==> src/rtl/gbr_pkg.sv <==
// Package for the Gaussian Bayes ratio argmax core.
// Holds sizes, fixed-point constants and the model entry type; no dependencies.
package gbr_pkg;

    localparam int FEATURES    = 64;
    localparam int MAX_SAMPLES = 4096;
    localparam int FEAT_W      = $clog2(FEATURES);
    localparam int NUM_W       = 12;
    localparam int SUM_W       = 40;

    localparam logic signed [33:0] LN_FLOOR = -34'sd4527066;
    localparam logic [31:0]        LN2_Q32  = 32'd2977044472;
    localparam logic [30:0]        Q_CAP    = 31'h7FFF_FFFF;
    localparam logic [NUM_W-1:0]   CNT_MAX  = NUM_W'(MAX_SAMPLES - 1);

    localparam logic signed [SUM_W-1:0] SUM_MAX = {1'b0, {(SUM_W-1){1'b1}}};
    localparam logic signed [SUM_W-1:0] SUM_MIN = {1'b1, {(SUM_W-1){1'b0}}};

    localparam logic CMD_LOAD  = 1'b0;
    localparam logic CMD_SCORE = 1'b1;

    typedef struct packed {
        logic signed [31:0] mean;
        logic [31:0]        inv;
        logic signed [31:0] lns;
    } t_entry;

endpackage

==> src/rtl/gbr_log.sv <==
// Serial natural logarithm unit for a Q16.16 spread.
// Sixteen mantissa squarings, one per cycle, then a scale by ln 2. Uses gbr_pkg.
module gbr_log
    import gbr_pkg::*;
(
    input  logic               i_clk,
    input  logic               i_rst_n,
    input  logic               i_start,
    input  logic [31:0]        i_spread,
    output logic               o_done,
    output logic signed [31:0] o_lns
);

    localparam logic [2:0] ST_IDLE = 3'd0;
    localparam logic [2:0] ST_NORM = 3'd1;
    localparam logic [2:0] ST_SQR  = 3'd2;
    localparam logic [2:0] ST_MUL  = 3'd3;
    localparam logic [2:0] ST_RND  = 3'd4;

    logic [2:0]         r_state;
    logic               r_done;
    logic [31:0]        r_s;
    logic [31:0]        r_m;
    logic [4:0]         r_p;
    logic [15:0]        r_frac;
    logic [4:0]         r_cnt;
    logic               r_neg;
    logic [52:0]        r_prod;
    logic signed [31:0] r_lns;

    logic [4:0]         n_msb;
    logic [63:0]        n_sq;
    logic [32:0]        n_msq;
    logic signed [21:0] n_l;
    logic [20:0]        n_mag;
    logic [52:0]        n_rnd;

    always_comb begin
        n_msb = '0;
        for (int i = 0; i < 32; i++) begin
            if (r_s[i]) n_msb = 5'(i);
        end
    end

    assign n_sq  = 64'(r_m) * 64'(r_m);
    assign n_msq = n_sq[63:31];
    assign n_l   = ($signed({17'b0, r_p}) - 22'sd16) * 22'sd65536
                   + $signed({6'b0, r_frac});
    assign n_mag = n_l[21] ? 21'(-n_l) : n_l[20:0];
    assign n_rnd = r_prod + 53'(64'h8000_0000);

    always_ff @(posedge i_clk) begin
        if (!i_rst_n) begin
            r_state <= ST_IDLE;
            r_done  <= 1'b0;
        end else begin
            unique case (r_state)
                ST_IDLE: begin
                    if (i_start) begin
                        r_s     <= i_spread;
                        r_done  <= 1'b0;
                        r_state <= ST_NORM;
                    end
                end
                ST_NORM: begin
                    if (r_s == '0) begin
                        r_lns   <= 32'(LN_FLOOR);
                        r_done  <= 1'b1;
                        r_state <= ST_IDLE;
                    end else begin
                        r_p     <= n_msb;
                        r_m     <= r_s << (5'd31 - n_msb);
                        r_frac  <= '0;
                        r_cnt   <= 5'd16;
                        r_state <= ST_SQR;
                    end
                end
                ST_SQR: begin
                    if (n_msq[32]) begin
                        r_m    <= n_msq[32:1];
                        r_frac <= {r_frac[14:0], 1'b1};
                    end else begin
                        r_m    <= n_msq[31:0];
                        r_frac <= {r_frac[14:0], 1'b0};
                    end
                    r_cnt <= r_cnt - 5'd1;
                    if (r_cnt == 5'd1) r_state <= ST_MUL;
                end
                ST_MUL: begin
                    r_neg   <= n_l[21];
                    r_prod  <= 53'(n_mag) * 53'(LN2_Q32);
                    r_state <= ST_RND;
                end
                ST_RND: begin
                    r_lns   <= r_neg ? -$signed({11'b0, n_rnd[52:32]})
                                     : $signed({11'b0, n_rnd[52:32]});
                    r_done  <= 1'b1;
                    r_state <= ST_IDLE;
                end
                default: r_state <= ST_IDLE;
            endcase
        end
    end

    assign o_done = r_done;
    assign o_lns  = r_lns;

endmodule

==> config.mk <==
export PLATFORM = sky130hd
export DESIGN_NAME = gbr_log
export DESIGN_NICKNAME = d
export VERILOG_FILES = /design/src/rtl/gbr_pkg.sv /design/src/rtl/gbr_log.sv
export SDC_FILE = /design/constraint.sdc
export NUM_CORES = 2
export LEC_CHECK = 0
export BUFFER_PORTS_ARGS = -buffer_cell sky130_fd_sc_hd__buf_2
export CORE_ASPECT_RATIO = 0.75
export CORE_MARGIN = 2
export CORE_UTILIZATION = 65
export DETAILED_ROUTE_END_ITERATION = 16
export PLACE_DENSITY = 0.82
export RECOVER_POWER = 50
export REMOVE_ABC_BUFFERS = 1
export SYNTH_ARGS = -nofsm -noshare
export SYNTH_HDL_FRONTEND = slang
export SYNTH_SLANG_ARGS = --single-unit
==> constraint.sdc <==
create_clock -name i_clk -period 22.5 [get_ports i_clk]
set_input_delay 2.25 -clock i_clk [delete_from_list [all_inputs] [get_ports i_clk]]
set_output_delay 2.25 -clock i_clk [all_outputs]
set_load 0.02 [all_outputs]
==> impl_results.md <==
- Average detailed-routed wire length per instance: about 21 um
- Start of the worst register-to-register path: r_frac[4]
- Setup repair after global routing missed its margin: false
- Global placement routability congestion: 1.04
- Failing checks: max-capacitance violations, max-slew violations
- Total clock buffers created by CTS: 17
- Vias: 32.3k
- Max-capacitance violation count: 4
- Wire length of the first global-routing pass: 191000 um
- Portion of the post-synthesis area used by sequential elements: 0.0960
- Most used flip-flop cell after synthesis: sky130_fd_sc_hd__edfxtp_1
- # setup viols final: 0
- Clock transition at path regs: approximately 60 ps
- Pin count of the biggest net entering global routing: 39
- Die height: 235 um
- Top achievable clock speed: 102 MHz
- Area taken by flip-flops and latches: 4430 sq um
- Count of cells resized by post-cts repair: 0
- Number of warnings printed during yosys synthesis: 0
- Cell at the root of the clock tree: sky130_fd_sc_hd__clkbuf_16
- Maximum fanout along the worst path: 7
- Setup Skew: 15.3 ps
- Required time reported for the critical path endpoint: 22700 ps
- Share of the synthesized area in compound gates (AO/OA/AOI/OAI): 0.0558
- Slowest stage cell, crit path: sky130_fd_sc_hd__fa_1
- Main combinational cell family by area after synthesis: adder cells
- Xor-xnor portion of the synthesized cell area: 0.0245
- Num Clock Sinks: 149
- Grt met3 use: 0.141
- Biggest cell delay along the critical path: 650 ps
- Fraction of met2 tracks used by global routing: 0.495
- Worst Setup End Kind: flip-flop
- Total half-perimeter wirelength after legalization and detailed placement: 97500 um
- Post-route clock period utilization: 0.436
- Syn Area/Cell: 9.73 sq um
- Worst skew pair latency: 460 ps
- Simple-gate share of the synthesized area: 0.0992
- Area taken by multi-input logic gates: about 36000 sq um
- DRC: 0
- Post-CTS setup buffers: 0
- Floorplan die width: 312 um
- Layout net count: around 6.3k
- Wire length reported by the detailed router: 119000 um
- Worst hold-check path type: reg -> reg
- Sum of negative setup slack: 0 ps
- Total inserted antenna cells: 0
- Transition time at the pin with the least slew margin: 1850 ps
- Cell repeated most along the worst path: sky130_fd_sc_hd__fa_1
- CTS max path bufs: 2
- Placeable core area: 70200 sq um
- Overall Global Routing Usage: 0.341
- Path depth of the worst reg2reg path: 31
- Signed area change from the synthesized netlist to the final layout: 3.83%
- Worst-case register-to-register setup slack: 12690 ps
- Largest area contributor in the netlist: sky130_fd_sc_hd__fa_1
- Unique masters post-synth: 83
- TritonCTS clock tree: done
- Area of the die: ~73000 sq um
- Outcome: finished with violations
- Element type at the critical path start: flip-flop
- Vias per cell: ~5.7
- Antenna-violating nets left: 0
- Number of standard-cell rows in the floorplan: 84
- Number of DRC violations after detailed-routing iteration 0: slightly above 3k
- CTS Hold Bufs: 0
- Number of enable flip-flop cells after synthesis: 145
- Fraction of post-synthesis cell area in the top cell type by area: 0.440
- Post-synthesis mux area share: 0.0217
- Total iterations of the first detailed-routing run: 7
- Busiest layer in global routing: met2
- Top cells by area in the synthesized netlist: sky130_fd_sc_hd__fa_1 (44%), sky130_fd_sc_hd__ha_1 (14%), sky130_fd_sc_hd__inv_1 (11%)
- Critical register-to-register path endpoint: r_prod[52]
- Minimum clock period: 9810 ps
- Count of final hold-check violations: 0
- Number of antenna violations at the first check in global routing: 3
- FF+latch count, synth: roughly 150
- Final slew viol count: 133
- Proportion of synthesized flip-flops having asynchronous set or reset: 0
- Synthesized-area fraction occupied by adder cells: 0.579
- Worst max-slew margin expressed relative to the limit: -0.236
- Kind of critical path: reg -> reg
- Synthesized netlist cell count: 4745
- Fill cell total of the finished layout: between 5k and 6k
- Critical path data arrival time: 10020 ps
- Count of pins on the block boundary: 68
- Cell area after technology mapping: approximately 46000 sq um
- Post-route setup slack: 12690 ps
- Worst slack at placement: 12900 ps
- Remaining global-route overflow: 0
- Crit. Startpoint: r_frac[4]
- H-tree depth reported by CTS: 4
- Number of global-route vias before repair: 35.0k
- Count of port buffers added during placement: 67
- Met1 global-route usage: 0.485
- CP endpoint: r_prod[52]
- Fraction of final layout cells sized beyond drive strength 1: 0.0331
- Initial core utilization: 0.658
==> Yosys cell counts (7+ instances only) <==
library cell,count
sky130_fd_sc_hd__inv_1,1335
sky130_fd_sc_hd__fa_1,1014
sky130_fd_sc_hd__ha_1,513
sky130_fd_sc_hd__nand2_1,373
sky130_fd_sc_hd__and2_1,192
sky130_fd_sc_hd__nor2_1,180
sky130_fd_sc_hd__edfxtp_1,145
sky130_fd_sc_hd__clkbuf_1,121
sky130_fd_sc_hd__a21oi_1,119
sky130_fd_sc_hd__mux2i_1,93
sky130_fd_sc_hd__xnor2_1,75
sky130_fd_sc_hd__o21ai_0,58
sky130_fd_sc_hd__xor2_1,54
sky130_fd_sc_hd__nor3_1,43
sky130_fd_sc_hd__a21o_1,38
sky130_fd_sc_hd__nand3_1,32
sky130_fd_sc_hd__a31oi_1,30
sky130_fd_sc_hd__and3_1,27
sky130_fd_sc_hd__nand4_1,23
sky130_fd_sc_hd__nand2b_1,19
sky130_fd_sc_hd__nor2b_1,19
sky130_fd_sc_hd__o22ai_1,18
sky130_fd_sc_hd__o21ai_1,17
sky130_fd_sc_hd__o21a_1,14
sky130_fd_sc_hd__a211oi_1,12
sky130_fd_sc_hd__nor4_1,9
sky130_fd_sc_hd__and4_1,8
sky130_fd_sc_hd__o211ai_1,8
sky130_fd_sc_hd__o21bai_1,8
sky130_fd_sc_hd__a211o_1,7
sky130_fd_sc_hd__buf_2,7
sky130_fd_sc_hd__clkinv_1,7
sky130_fd_sc_hd__o221ai_1,7
sky130_fd_sc_hd__or2_2,7
==> worst min-delay path by stage <==
stage                     startpoint    endpoint  slack [ps]  depth (start not counted)
final                     r_state[0]  r_state[0]         530                          1
after detailed placement  r_state[0]  r_state[0]         530                          1
after CTS                 r_state[0]  r_state[0]         530                          1
after global placement    r_state[0]  r_state[0]         510                          1
after floorplan           r_state[0]  r_state[0]         490                          1
after global routing      r_state[0]  r_state[0]         560                          1
==> layout by cell type, fill, tap and decap left out, types with 9 or more instances in the layout <==
master / n
sky130_fd_sc_hd__a211oi_1: 12
sky130_fd_sc_hd__a21o_1: 38
sky130_fd_sc_hd__a21oi_1: 119
sky130_fd_sc_hd__a31oi_1: 31
sky130_fd_sc_hd__and2_1: 190
sky130_fd_sc_hd__and3_1: 27
sky130_fd_sc_hd__buf_2: 46
sky130_fd_sc_hd__buf_4: 45
sky130_fd_sc_hd__clkbuf_1: 28
sky130_fd_sc_hd__clkbuf_16: 17
sky130_fd_sc_hd__edfxtp_1: 145
sky130_fd_sc_hd__fa_1: 1014
sky130_fd_sc_hd__ha_1: 513
sky130_fd_sc_hd__inv_1: 1336
sky130_fd_sc_hd__mux2i_1: 93
sky130_fd_sc_hd__nand2_1: 373
sky130_fd_sc_hd__nand2b_1: 19
sky130_fd_sc_hd__nand3_1: 32
sky130_fd_sc_hd__nand4_1: 23
sky130_fd_sc_hd__nor2_1: 177
sky130_fd_sc_hd__nor2b_1: 19
sky130_fd_sc_hd__nor3_1: 43
sky130_fd_sc_hd__nor4_1: 9
sky130_fd_sc_hd__o21a_1: 14
sky130_fd_sc_hd__o21ai_0: 59
sky130_fd_sc_hd__o21ai_1: 16
sky130_fd_sc_hd__o22ai_1: 18
sky130_fd_sc_hd__xnor2_1: 75
sky130_fd_sc_hd__xor2_1: 54
==> cell type report <==
cell class / count / area share
clock buffer: 19 / 0.00924
clock inverter: 13 / 0.00357
sequential: 149 / 0.0925
multi-input combinational: 3103 / 0.751
timing repair buffer: 118 / 0.0140
tap: 946 / 0.0247
inverter: 1343 / 0.105
==> state kept, by name (all words and copies together) (netlist names), 3 cells and up <==
name,flops
r_m,32
r_prod,22
r_frac,16
r_p,5
r_cnt,5
r_s,32
r_state,3
o_lns,32
==> layer usage <==
layer  up-vias  part of all wire
li1      14400                 -
met1     16100              0.41
met2      1662              0.43
met3       208              0.14
met4         2             0.021
met5         -           0.00011
==> kinds of logic after synthesis <==
kind of cell	count (synthesis)
AND/OR/NAND/NOR	956
AO/OA/AOI/OAI	392
multiplexers	99
adder cells (fa/ha/maj)	1527
buffers and inverters	1493
XOR/XNOR	129
flip-flops	149
==> per-stage QoR <==
stage / hold WS, ps / cells / area, sq um / utilization
after floorplan: 486 / 4595 / 45500 / -
after global placement: 513 / 5659 / 47400 / 0.675
after detailed placement: 527 / 5659 / 47400 / 0.675
after CTS: 534 / 5691 / 48000 / 0.684
after global routing: 555 / 5691 / 47900 / 0.683
final: 532 / 5691 / 47900 / 0.683
==> worst max-delay path: cells and delay by family (launching register included) <==
kind                       cells  cell delay, ps
buffers and inverters          6             610
DFF                            1             440
AOI/OAI and AO/OA              8            1740
adders and majority gates      8            3980
xor gates and xnor gates       1             590
and+or+nand+nor                8            2190
Power is not shown: default switching activity piles up to over one toggle a cycle in this logic, so the estimate is an artifact.
